<file path="src/rtl/core/tmef_pkg.sv">
// Package for the thermocouple median and average filter.
// Holds field widths, payload types, operation codes and the frame decode helpers.
// No dependencies; every other file of the block imports it.
`default_nettype none

package tmef_pkg;

  // Field widths fixed by the frame format and the result format.
  localparam int FRAME_W   = 32;
  localparam int CHAN_W    = 3;
  localparam int READ_W    = 14;
  localparam int FRAC_W    = 8;
  localparam int VALUE_W   = READ_W + FRAC_W;
  localparam int ALPHA_W   = 9;
  localparam int TAPS      = 5;
  localparam int POS_W     = 3;

  // Configuration port geometry.
  localparam int CFG_DW    = 32;
  localparam int CFG_AW    = 3;

  // Full weight of the new median, in 1/256 units.
  localparam logic [ALPHA_W-1:0] ALPHA_ONE   = 9'd256;
  localparam logic [ALPHA_W-1:0] ALPHA_RESET = 9'd77;

  // Converter frame layout.
  localparam int READ_MSB  = 31;
  localparam int READ_LSB  = 18;
  localparam int FAULT_W   = 3;

  typedef enum logic {
    OP_SAMPLE = 1'b0,
    OP_CLEAR  = 1'b1
  } op_t;

  // Register indexes on the configuration port.
  typedef enum logic {
    REG_ALPHA = 1'b0,
    REG_NONE  = 1'b1
  } reg_idx_t;

  typedef logic signed [READ_W-1:0]  reading_t;
  typedef logic signed [VALUE_W-1:0] value_t;
  typedef logic [ALPHA_W-1:0]        alpha_t;
  typedef logic [POS_W-1:0]          pos_t;
  typedef reading_t [TAPS-1:0]       window_t;

  // Signed quarter-degree reading from the frame.
  function automatic reading_t frame_reading(input logic [FRAME_W-1:0] frame);
    return reading_t'(frame[READ_MSB:READ_LSB]);
  endfunction

  // Any of the three fault flags set.
  function automatic logic frame_fault(input logic [FRAME_W-1:0] frame);
    return |frame[FAULT_W-1:0];
  endfunction

endpackage

`default_nettype wire

</file>
<file path="src/rtl/core/tmef_if.sv">
// Stream interfaces for the filter: sample beats in, result beats out.
// Depends on tmef_pkg for the payload types.
`default_nettype none

interface tmef_in_if
  import tmef_pkg::*;
();
  logic                 valid;
  logic                 ready;
  op_t                  op;
  logic [CHAN_W-1:0]    channel;
  logic [FRAME_W-1:0]   frame;

  modport source (output valid, output op, output channel, output frame, input ready);
  modport sink   (input valid, input op, input channel, input frame, output ready);
endinterface

interface tmef_out_if
  import tmef_pkg::*;
();
  logic   valid;
  logic   ready;
  logic   fault;
  value_t filtered;
  value_t lowest;
  value_t highest;
  logic   extremes_valid;

  modport source (output valid, output fault, output filtered, output lowest,
                  output highest, output extremes_valid, input ready);
  modport sink   (input valid, input fault, input filtered, input lowest,
                  input highest, input extremes_valid, output ready);
endinterface

`default_nettype wire

</file>
<file path="src/rtl/core/tmef_median5.sv">
// Median of five signed readings by a fixed min/max network.
// Depends on tmef_pkg for the reading and window types.
`default_nettype none

module tmef_median5
  import tmef_pkg::*;
(
  input  window_t  taps,
  output reading_t median
);

  reading_t lo_ab, hi_ab, lo_cd, hi_cd;
  reading_t mid_lo, mid_hi;
  reading_t e;

  // Pair sort, then the larger of the pair minimums and the smaller of the maximums.
  always_comb begin
    lo_ab  = (taps[0] < taps[1]) ? taps[0] : taps[1];
    hi_ab  = (taps[0] < taps[1]) ? taps[1] : taps[0];
    lo_cd  = (taps[2] < taps[3]) ? taps[2] : taps[3];
    hi_cd  = (taps[2] < taps[3]) ? taps[3] : taps[2];
    mid_lo = (lo_ab > lo_cd) ? lo_ab : lo_cd;
    mid_hi = (hi_ab < hi_cd) ? hi_ab : hi_cd;
    e      = taps[4];
  end

  // The median of five is the median of the fifth tap and those two.
  always_comb begin
    if ((e >= mid_lo && e <= mid_hi) || (e <= mid_lo && e >= mid_hi)) begin
      median = e;
    end else if ((mid_lo >= e && mid_lo <= mid_hi) || (mid_lo <= e && mid_lo >= mid_hi)) begin
      median = mid_lo;
    end else begin
      median = mid_hi;
    end
  end

endmodule

`default_nettype wire

</file>
<file path="src/rtl/core/tmef_ema.sv">
// Exponential average step: (alpha*med*256 + (256-alpha)*avg) >> 8, floor rounding.
// Depends on tmef_pkg for the value, reading and weight types.
`default_nettype none

module tmef_ema
  import tmef_pkg::*;
(
  input  alpha_t   alpha,
  input  reading_t median,
  input  value_t   average,
  output value_t   result
);

  localparam int TERM_A_W = ALPHA_W + 1 + READ_W;
  localparam int TERM_B_W = ALPHA_W + 1 + VALUE_W;
  localparam int SUM_W    = TERM_B_W + 1;

  alpha_t                     weight;
  alpha_t                     rest;
  logic signed [TERM_A_W-1:0] term_a;
  logic signed [TERM_B_W-1:0] term_b;
  logic signed [SUM_W-1:0]    sum;

  // Saturate the weight to one, then form both weighted terms.
  always_comb begin
    weight = (alpha > ALPHA_ONE) ? ALPHA_ONE : alpha;
    rest   = ALPHA_ONE - weight;
    term_a = $signed({1'b0, weight}) * median;
    term_b = $signed({1'b0, rest}) * average;
    sum    = SUM_W'({term_a, {FRAC_W{1'b0}}}) + SUM_W'(term_b);
  end

  // Arithmetic shift floors; the weighted mean always fits the value width.
  assign result = value_t'(sum >>> FRAC_W);

endmodule

`default_nettype wire

</file>
<file path="src/rtl/core/thermocouple_median_ema_filter_unit.sv">
// Top level of the per-channel median-of-five plus exponential average filter.
// Depends on tmef_pkg, tmef_if, tmef_median5 and tmef_ema.
//
//   port     role     beat contents
//   in_bus   sink     op, channel, frame
//   out_bus  source   fault, filtered, lowest, highest, extremes_valid
//   psel...  APB      alpha_q8 at byte address 0
//
// One beat per clock while out_bus is not stalled: a beat is registered on acceptance,
// and when the input stage advances, the median network and the two weight multipliers
// update the channel state and load the output register, which drives out_bus.valid.
// Reset clears the ring positions, primed flags and record flags at once; window,
// average and records are written before they are read.
// When out_bus is stalled the input stage still takes one beat, then in_bus.ready drops.
`default_nettype none

module thermocouple_median_ema_filter_unit
  import tmef_pkg::*;
#(
  parameter int CHANNELS = 5
) (
  input  logic               clk,
  input  logic               rst_n,
  input  logic               psel,
  input  logic               penable,
  input  logic               pwrite,
  input  logic [CFG_AW-1:0]  paddr,
  input  logic [CFG_DW-1:0]  pwdata,
  output logic [CFG_DW-1:0]  prdata,
  output logic               pready,
  tmef_in_if.sink            in_bus,
  tmef_out_if.source         out_bus
);

  localparam int CH_W    = (CHANNELS > 1) ? $clog2(CHANNELS) : 1;
  localparam int CH_EXT  = 5;

  // Configuration register.
  alpha_t   alpha_r;
  reg_idx_t reg_idx;
  logic     cfg_write;

  assign pready    = 1'b1;
  assign reg_idx   = reg_idx_t'(paddr[2]);
  assign cfg_write = psel && penable && pwrite && pready;

  always_ff @(posedge clk) begin
    if (!rst_n) begin
      alpha_r <= ALPHA_RESET;
    end else if (cfg_write && reg_idx == REG_ALPHA) begin
      alpha_r <= pwdata[ALPHA_W-1:0];
    end
  end

  always_comb begin
    unique case (reg_idx)
      REG_ALPHA: prdata = CFG_DW'(alpha_r);
      default:   prdata = '0;
    endcase
  end

  // Input stage.
  logic               s1_valid_r;
  op_t                s1_op_r;
  logic [CHAN_W-1:0]  s1_chan_r;
  logic [FRAME_W-1:0] s1_frame_r;
  logic               s1_adv;
  logic               s1_fire;
  logic               out_valid_r;

  assign s1_adv       = !out_valid_r || out_bus.ready;
  assign s1_fire      = s1_valid_r && s1_adv;
  assign in_bus.ready = !s1_valid_r || s1_adv;

  always_ff @(posedge clk) begin
    if (!rst_n) begin
      s1_valid_r <= 1'b0;
    end else if (in_bus.ready) begin
      s1_valid_r <= in_bus.valid;
    end
  end

  always_ff @(posedge clk) begin
    if (in_bus.valid && in_bus.ready) begin
      s1_op_r    <= in_bus.op;
      s1_chan_r  <= in_bus.channel;
      s1_frame_r <= in_bus.frame;
    end
  end

  // Per-channel state.
  window_t win_r     [CHANNELS];
  pos_t    pos_r     [CHANNELS];
  logic    primed_r  [CHANNELS];
  value_t  avg_r     [CHANNELS];
  value_t  low_r     [CHANNELS];
  value_t  high_r    [CHANNELS];
  logic    rvalid_r  [CHANNELS];

  // Decode of the registered beat.
  logic [CH_EXT-1:0] chan_ext;
  logic [CH_W-1:0]   ch_idx;
  logic              chan_ok;
  logic              fault;
  reading_t          reading;
  logic              do_clear;
  logic              do_update;

  always_comb begin
    chan_ext  = CH_EXT'(s1_chan_r);
    ch_idx    = chan_ext[CH_W-1:0];
    chan_ok   = chan_ext < CH_EXT'(CHANNELS);
    fault     = frame_fault(s1_frame_r);
    reading   = frame_reading(s1_frame_r);
    do_clear  = s1_fire && s1_op_r == OP_CLEAR;
    do_update = s1_fire && s1_op_r == OP_SAMPLE && chan_ok && !fault;
  end

  // Window row with the new reading placed, and the next ring position.
  window_t  row_old;
  window_t  row_new;
  pos_t     pos_eff;
  pos_t     pos_nxt;
  logic     primed;
  value_t   avg_old;
  reading_t median;
  value_t   ema;
  value_t   value;
  value_t   low_nxt;
  value_t   high_nxt;

  always_comb begin
    row_old = win_r[ch_idx];
    primed  = primed_r[ch_idx];
    avg_old = avg_r[ch_idx];
    pos_eff = (pos_r[ch_idx] >= POS_W'(TAPS)) ? '0 : pos_r[ch_idx];
    for (int t = 0; t < TAPS; t++) begin
      row_new[t] = (!primed || pos_eff == POS_W'(t)) ? reading : row_old[t];
    end
    if (!primed) begin
      pos_nxt = '0;
    end else if (pos_eff == POS_W'(TAPS - 1)) begin
      pos_nxt = '0;
    end else begin
      pos_nxt = pos_eff + POS_W'(1);
    end
  end

  tmef_median5 u_median (
    .taps   (row_new),
    .median (median)
  );

  tmef_ema u_ema (
    .alpha   (alpha_r),
    .median  (median),
    .average (avg_old),
    .result  (ema)
  );

  // New average and running extremes.
  always_comb begin
    value = primed ? ema : value_t'({reading, {FRAC_W{1'b0}}});
    if (!rvalid_r[ch_idx]) begin
      low_nxt  = value;
      high_nxt = value;
    end else begin
      low_nxt  = (value < low_r[ch_idx])  ? value : low_r[ch_idx];
      high_nxt = (value > high_r[ch_idx]) ? value : high_r[ch_idx];
    end
  end

  // Control state of each channel.
  always_ff @(posedge clk) begin
    if (!rst_n) begin
      for (int i = 0; i < CHANNELS; i++) begin
        pos_r[i]    <= '0;
        primed_r[i] <= 1'b0;
        rvalid_r[i] <= 1'b0;
      end
    end else begin
      for (int i = 0; i < CHANNELS; i++) begin
        if (do_clear) begin
          rvalid_r[i] <= 1'b0;
        end else if (do_update && ch_idx == CH_W'(i)) begin
          rvalid_r[i] <= 1'b1;
        end
        if (do_update && ch_idx == CH_W'(i)) begin
          pos_r[i]    <= pos_nxt;
          primed_r[i] <= 1'b1;
        end
      end
    end
  end

  // Data state of each channel.
  always_ff @(posedge clk) begin
    for (int i = 0; i < CHANNELS; i++) begin
      if (do_update && ch_idx == CH_W'(i)) begin
        win_r[i]  <= row_new;
        avg_r[i]  <= value;
        low_r[i]  <= low_nxt;
        high_r[i] <= high_nxt;
      end
    end
  end

  // Output register.
  logic   out_fault_r;
  value_t out_filt_r;
  value_t out_low_r;
  value_t out_high_r;
  logic   out_ev_r;
  logic   fault_beat;

  assign fault_beat = s1_op_r == OP_SAMPLE && chan_ok && fault;

  always_ff @(posedge clk) begin
    if (!rst_n) begin
      out_valid_r <= 1'b0;
    end else if (s1_adv) begin
      out_valid_r <= s1_valid_r;
    end
  end

  always_ff @(posedge clk) begin
    if (s1_fire) begin
      out_fault_r <= fault_beat;
      out_ev_r    <= do_update;
      out_filt_r  <= do_update ? value    : '0;
      out_low_r   <= do_update ? low_nxt  : '0;
      out_high_r  <= do_update ? high_nxt : '0;
    end
  end

  assign out_bus.valid          = out_valid_r;
  assign out_bus.fault          = out_fault_r;
  assign out_bus.filtered       = out_filt_r;
  assign out_bus.lowest         = out_low_r;
  assign out_bus.highest        = out_high_r;
  assign out_bus.extremes_valid = out_ev_r;

  // A clear beat leaves every channel without records; this check watches channel 0.
  a_clear_drops_records: assert property (@(posedge clk) disable iff (!rst_n)
    do_clear |=> !rvalid_r[0])
    else $error("record flag survived a clear beat");

  // A fault beat never carries a recorded range.
  a_fault_no_extremes: assert property (@(posedge clk) disable iff (!rst_n)
    out_valid_r && out_fault_r |-> !out_ev_r)
    else $error("fault beat reports extremes");

  // The filtered value lies within the reported range.
  a_value_in_range: assert property (@(posedge clk) disable iff (!rst_n)
    out_valid_r && out_ev_r |-> (out_low_r <= out_filt_r) && (out_filt_r <= out_high_r))
    else $error("filtered value outside its channel range");

  // A stalled output stage keeps the input stage from taking a second beat.
  a_stall_blocks_input: assert property (@(posedge clk) disable iff (!rst_n)
    out_valid_r && !out_bus.ready && s1_valid_r |-> !in_bus.ready)
    else $error("input taken while both stages are full");

endmodule

`default_nettype wire
</file>
<file path="src/flat_wrapper.sv">
// flat-port wrapper written by rule: the top's interface ports become plain ports
module thermocouple_median_ema_filter_unit_flat import tmef_pkg::*;
#(
  parameter int CHANNELS = 5
)
  (clk, rst_n, psel, penable, pwrite, paddr, pwdata, prdata, pready, in_bus_valid, in_bus_op, in_bus_channel, in_bus_frame, in_bus_ready, out_bus_valid, out_bus_fault, out_bus_filtered, out_bus_lowest, out_bus_highest, out_bus_extremes_valid, out_bus_ready);
  tmef_in_if in_bus_i ();
  tmef_out_if out_bus_i ();
  input  logic clk;
  input  logic rst_n;
  input  logic psel;
  input  logic penable;
  input  logic pwrite;
  input  logic [CFG_AW-1:0] paddr;
  input  logic [CFG_DW-1:0] pwdata;
  output logic [CFG_DW-1:0] prdata;
  output logic pready;
  input wire logic [$bits(in_bus_i.valid)-1:0] in_bus_valid;
  input wire logic [$bits(in_bus_i.op)-1:0] in_bus_op;
  input wire logic [$bits(in_bus_i.channel)-1:0] in_bus_channel;
  input wire logic [$bits(in_bus_i.frame)-1:0] in_bus_frame;
  output wire logic [$bits(in_bus_i.ready)-1:0] in_bus_ready;
  output wire logic [$bits(out_bus_i.valid)-1:0] out_bus_valid;
  output wire logic [$bits(out_bus_i.fault)-1:0] out_bus_fault;
  output wire logic [$bits(out_bus_i.filtered)-1:0] out_bus_filtered;
  output wire logic [$bits(out_bus_i.lowest)-1:0] out_bus_lowest;
  output wire logic [$bits(out_bus_i.highest)-1:0] out_bus_highest;
  output wire logic [$bits(out_bus_i.extremes_valid)-1:0] out_bus_extremes_valid;
  input wire logic [$bits(out_bus_i.ready)-1:0] out_bus_ready;
  assign in_bus_i.valid = in_bus_valid;
  assign in_bus_i.op = in_bus_op;
  assign in_bus_i.channel = in_bus_channel;
  assign in_bus_i.frame = in_bus_frame;
  assign in_bus_ready = in_bus_i.ready;
  assign out_bus_valid = out_bus_i.valid;
  assign out_bus_fault = out_bus_i.fault;
  assign out_bus_filtered = out_bus_i.filtered;
  assign out_bus_lowest = out_bus_i.lowest;
  assign out_bus_highest = out_bus_i.highest;
  assign out_bus_extremes_valid = out_bus_i.extremes_valid;
  assign out_bus_i.ready = out_bus_ready;
  thermocouple_median_ema_filter_unit #(.CHANNELS(CHANNELS)) u_core (.clk(clk), .rst_n(rst_n), .psel(psel), .penable(penable), .pwrite(pwrite), .paddr(paddr), .pwdata(pwdata), .prdata(prdata), .pready(pready), .in_bus(in_bus_i), .out_bus(out_bus_i));
endmodule
</file>
<file path="config.mk">
export PLATFORM = sky130hd
export DESIGN_NAME = thermocouple_median_ema_filter_unit_flat
export DESIGN_NICKNAME = d
export VERILOG_FILES = /design/src/rtl/core/tmef_pkg.sv /design/src/rtl/core/tmef_if.sv /design/src/rtl/core/tmef_median5.sv /design/src/rtl/core/tmef_ema.sv /design/src/rtl/core/thermocouple_median_ema_filter_unit.sv /design/src/flat_wrapper.sv
export SDC_FILE = /design/constraint.sdc
export NUM_CORES = 2
export LEC_CHECK = 0
export ABC_AREA = 1
export ABC_CLOCK_PERIOD_IN_PS = 18220
export BUFFER_PORTS_ARGS = -buffer_cell sky130_fd_sc_hd__buf_2
export CAP_MARGIN = 20
export CORE_MARGIN = 5
export CORE_UTILIZATION = 40
export CTS_CLUSTER_SIZE = 40
export DETAILED_ROUTE_END_ITERATION = 12
export SLEW_MARGIN = 0
export SYNTH_ARGS = -nofsm -noshare
export SYNTH_HDL_FRONTEND = slang
export SYNTH_SLANG_ARGS = --single-unit
export TNS_END_PERCENT = 100
</file>
<file path="constraint.sdc">
create_clock -name clk -period 18.22 [get_ports clk]
set_clock_uncertainty 0.05 [all_clocks]
set_input_delay 0.911 -clock clk [delete_from_list [all_inputs] [get_ports clk]]
set_output_delay 0.911 -clock clk [all_outputs]
set_load 0.02 [all_outputs]
</file>
==> out/results.txt <==
Sink Count -> 808
Port Buffer Count -> 116
Post-synth ARST share -> 0
post-layout minimum cycle time -> 17.18 ns
die width -> 359 um
number of vias per cell -> 5.22
most frequent cell after synthesis -> nand2_1
Post-synth EDFFs -> 793
slowest cell on the critical path -> fa_1
root buffer cell -> clkbuf_16
Mapped Area -> 48600 um2
gr busiest metal -> met2
Worst Setup Start Kind -> flip-flop
Synth top area share -> 0.490
Clock transition at path regs -> 0.06 ns
final hold vios -> 0
largest net degree at the start of global routing -> 138
largest stage delay on the critical path -> 0.57 ns
layout cells sized above 1 -> 0.141
M1 GR Usage -> 0.269
TritonCTS clock tree -> done
Syn-to-layout area delta -> 16.1%
cell taking the most area after synthesis -> edfxtp_1
Slew @ Worst Pin -> 1.11 ns
simple-gate area share of the yosys netlist -> 0.142
Post-synth top flop -> edfxtp_1
yosys warns -> 0
Post-Syn Area per Cell -> 10.1 um2
Synth Area in Adders -> 0.177
final setup vio count -> 0
Area contributors post-synth -> edfxtp_1 49%, fa_1 11%, nand2_1 7.5%
Worst Path Arrival -> 17.55 ns
top cells by count, synth -> 976 x nand2_1, 793 x edfxtp_1, 598 x inv_1, 526 x nor2_1, 411 x o21ai_0
Final #Nets -> 5706
remaining antenna violation count -> 0
Synth cell types -> 62
Synth Area in Compound Gates -> 0.0988
delay-heaviest family, CP -> adder cells
mux contribution to synthesized area -> 0.00844
Core Region -> 121000 um2
placed cell count -> 6590
Final Slew Violations -> 0
Setup CP Type -> reg -> reg
Buf+Inv Stages, Crit Path -> 28
FILL cells -> 11200
Longest Clk Path Bufs -> 3
Slew headroom -> 0.260
initial DRC count -> 2805
# hold bufs at CTS -> 0
global placement routability congestion -> 0.894
Boundary Pins -> 181
gr usage total -> 0.201
vias in the first global route -> 34300
grt met3 use -> 0.0373
Critical Path End Type -> flip-flop
crit-path most repeated cell -> nand2_1
largest family of logic cells by synthesized area -> adder cells
first-pass GRT wire length -> 200000 um
Cells after Synth -> 4815
remaining global-route overflow -> 0
row count -> 128
hpwl dp -> 89600 um
met2 Usage GRT -> 0.335
crit path max fanout -> 14
# DRC -> 0
Synth Area in XOR/XNOR -> 0.00900
final period utilization -> 0.943
Die H -> 359 um
Clock Latency Late Sink -> 0.69 ns
max-cap viol count -> 0
Req. time, crit path -> 18.59 ns
maximum clock rate -> 0.0582 GHz
die area -> 129000 um2
Initial Utilization -> 0.401
sequential share of the synthesized area -> 0.496
Final Non-Filler Cells -> 6798
vias -> 35500
FF+latch count, synth -> 808
hold crit path type -> in -> reg
H-tree Lvls -> 3
initial antenna violation count -> 6
final wirelength -> 134000 um
status -> complete, no violations
Detailed Routing Iterations Pass 1 -> 6
number of CTS-inserted buffers -> 87
average wire per standard cell -> 19.7 um
[cell type report]
type	count	area [um2]	area share
tap	1625	2030	0.0360
multi-input combinational	3184	22000	0.390
timing repair inverter	1	8.76	0.000155
timing repair buffer	403	3190	0.0566
clock buffer	110	2280	0.0405
sequential	808	24100	0.427
clock inverter	41	412	0.00729
antenna	3	7.51	0.000133
inverter	623	2380	0.0422
[path summary, 6_finish.rpt]
path / from / to / slack, ns / depth (start not counted)
setup / recovery: flip-flop / u_core.low_r[0][15]$_DFFE_PP_ / 1.04 / 103
hold / removal: in_bus_frame[2] / u_core.s1_frame_r[2]$_DFFE_PP_ / 0.35 / 1
setup reg to reg: flip-flop / u_core.low_r[0][15]$_DFFE_PP_ / 1.04 / 103
hold reg to reg: u_core.rvalid_r[4]$_DFF_P_ / u_core.rvalid_r[4]$_DFF_P_ / 0.42 / 2
[per-stage QoR]
| step | setup TNS, ns | util | setup slack [ns] | area (um2) | hold slack (ns) |
|---|---|---|---|---|---|
| floorplan | 0 | - | 0.515 | 48700 | 0.378 |
| global placement | -0.0123 | 0.432 | -0.0123 | 52300 | 0.403 |
| detailed placement | -0.514 | 0.432 | -0.0803 | 52300 | 0.401 |
| CTS | 0 | 0.454 | 0.0427 | 55000 | 0.309 |
| global route | -14.10 | 0.466 | -0.136 | 56400 | 0.318 |
| finish | 0 | 0.466 | 1.04 | 56400 | 0.349 |
[repair_timing]
action / 4_1_cts / 5_1_grt
endpoints found under the setup margin: 128 / 264
setup buffers: 0 / 42
endpoints found under the hold margin: 0 / 0
gates resized for setup: 5 / 257
gates cloned: 0 / 12
pin swaps: 0 / 53
[sequential cells by signal, summed over array words and instances (netlist names), 3 cells and up, named ones only]
register                 cells
u_core.ch_idx                3
u_core.out_bus.filtered     22
u_core.s1_frame_r           17
u_core.low_r               110
u_core.win_r               350
u_core.avg_r               110
u_core.out_bus.highest      22
u_core.primed_r              5
u_core.high_r              110
u_core.rvalid_r              5
u_core.pos_r                15
u_core.out_bus.lowest       22
u_core.alpha_r               9
[placed cells by master (no fill, tap or decap), drive strengths merged, types with 3 or more instances in the layout]
cell,instances
o311ai,5
o22ai,74
clkinv,37
a21o,5
ha,242
o211ai,21
nand3,106
nand3b,20
diode,3
o21bai,8
or2,11
nor3,17
buf,395
xor2,30
a21oi,168
nor4,6
a211oi,13
o21a,5
conb,24
fa,278
nand4,18
mux2i,41
xnor2,20
and2,6
edfxtp,793
inv,622
nor2,528
clkbuf,118
a32o,42
bufinv,4
o221ai,15
dfxtp,15
nand2,1002
a22oi,4
o21ai,454
a31oi,6
and3,3
[layer usage]
| metal | up-vias | wire, um |
|---|---|---|
| li1 | 16700 | - |
| met1 | 17500 | 57500 |
| met2 | 1065 | 63400 |
| met3 | 218 | 8880 |
| met4 | 0 | 3990 |
| met5 | - | 0 |
[cells by family (layout without fill, tap and decap cells)]
family,after synthesis,count (layout)
buffers and inverters,848,1178
AND/OR/NAND/NOR,1717,1720
multiplexers,41,41
other,2,27
XOR/XNOR,50,50
flip-flops,808,808
AO/OA/AOI/OAI,829,829
adder cells (fa/ha/maj),520,520
Power is left out: the tool's default activity adds up to more than one toggle a clock period on the data nets, which glitch-free logic cannot reach.
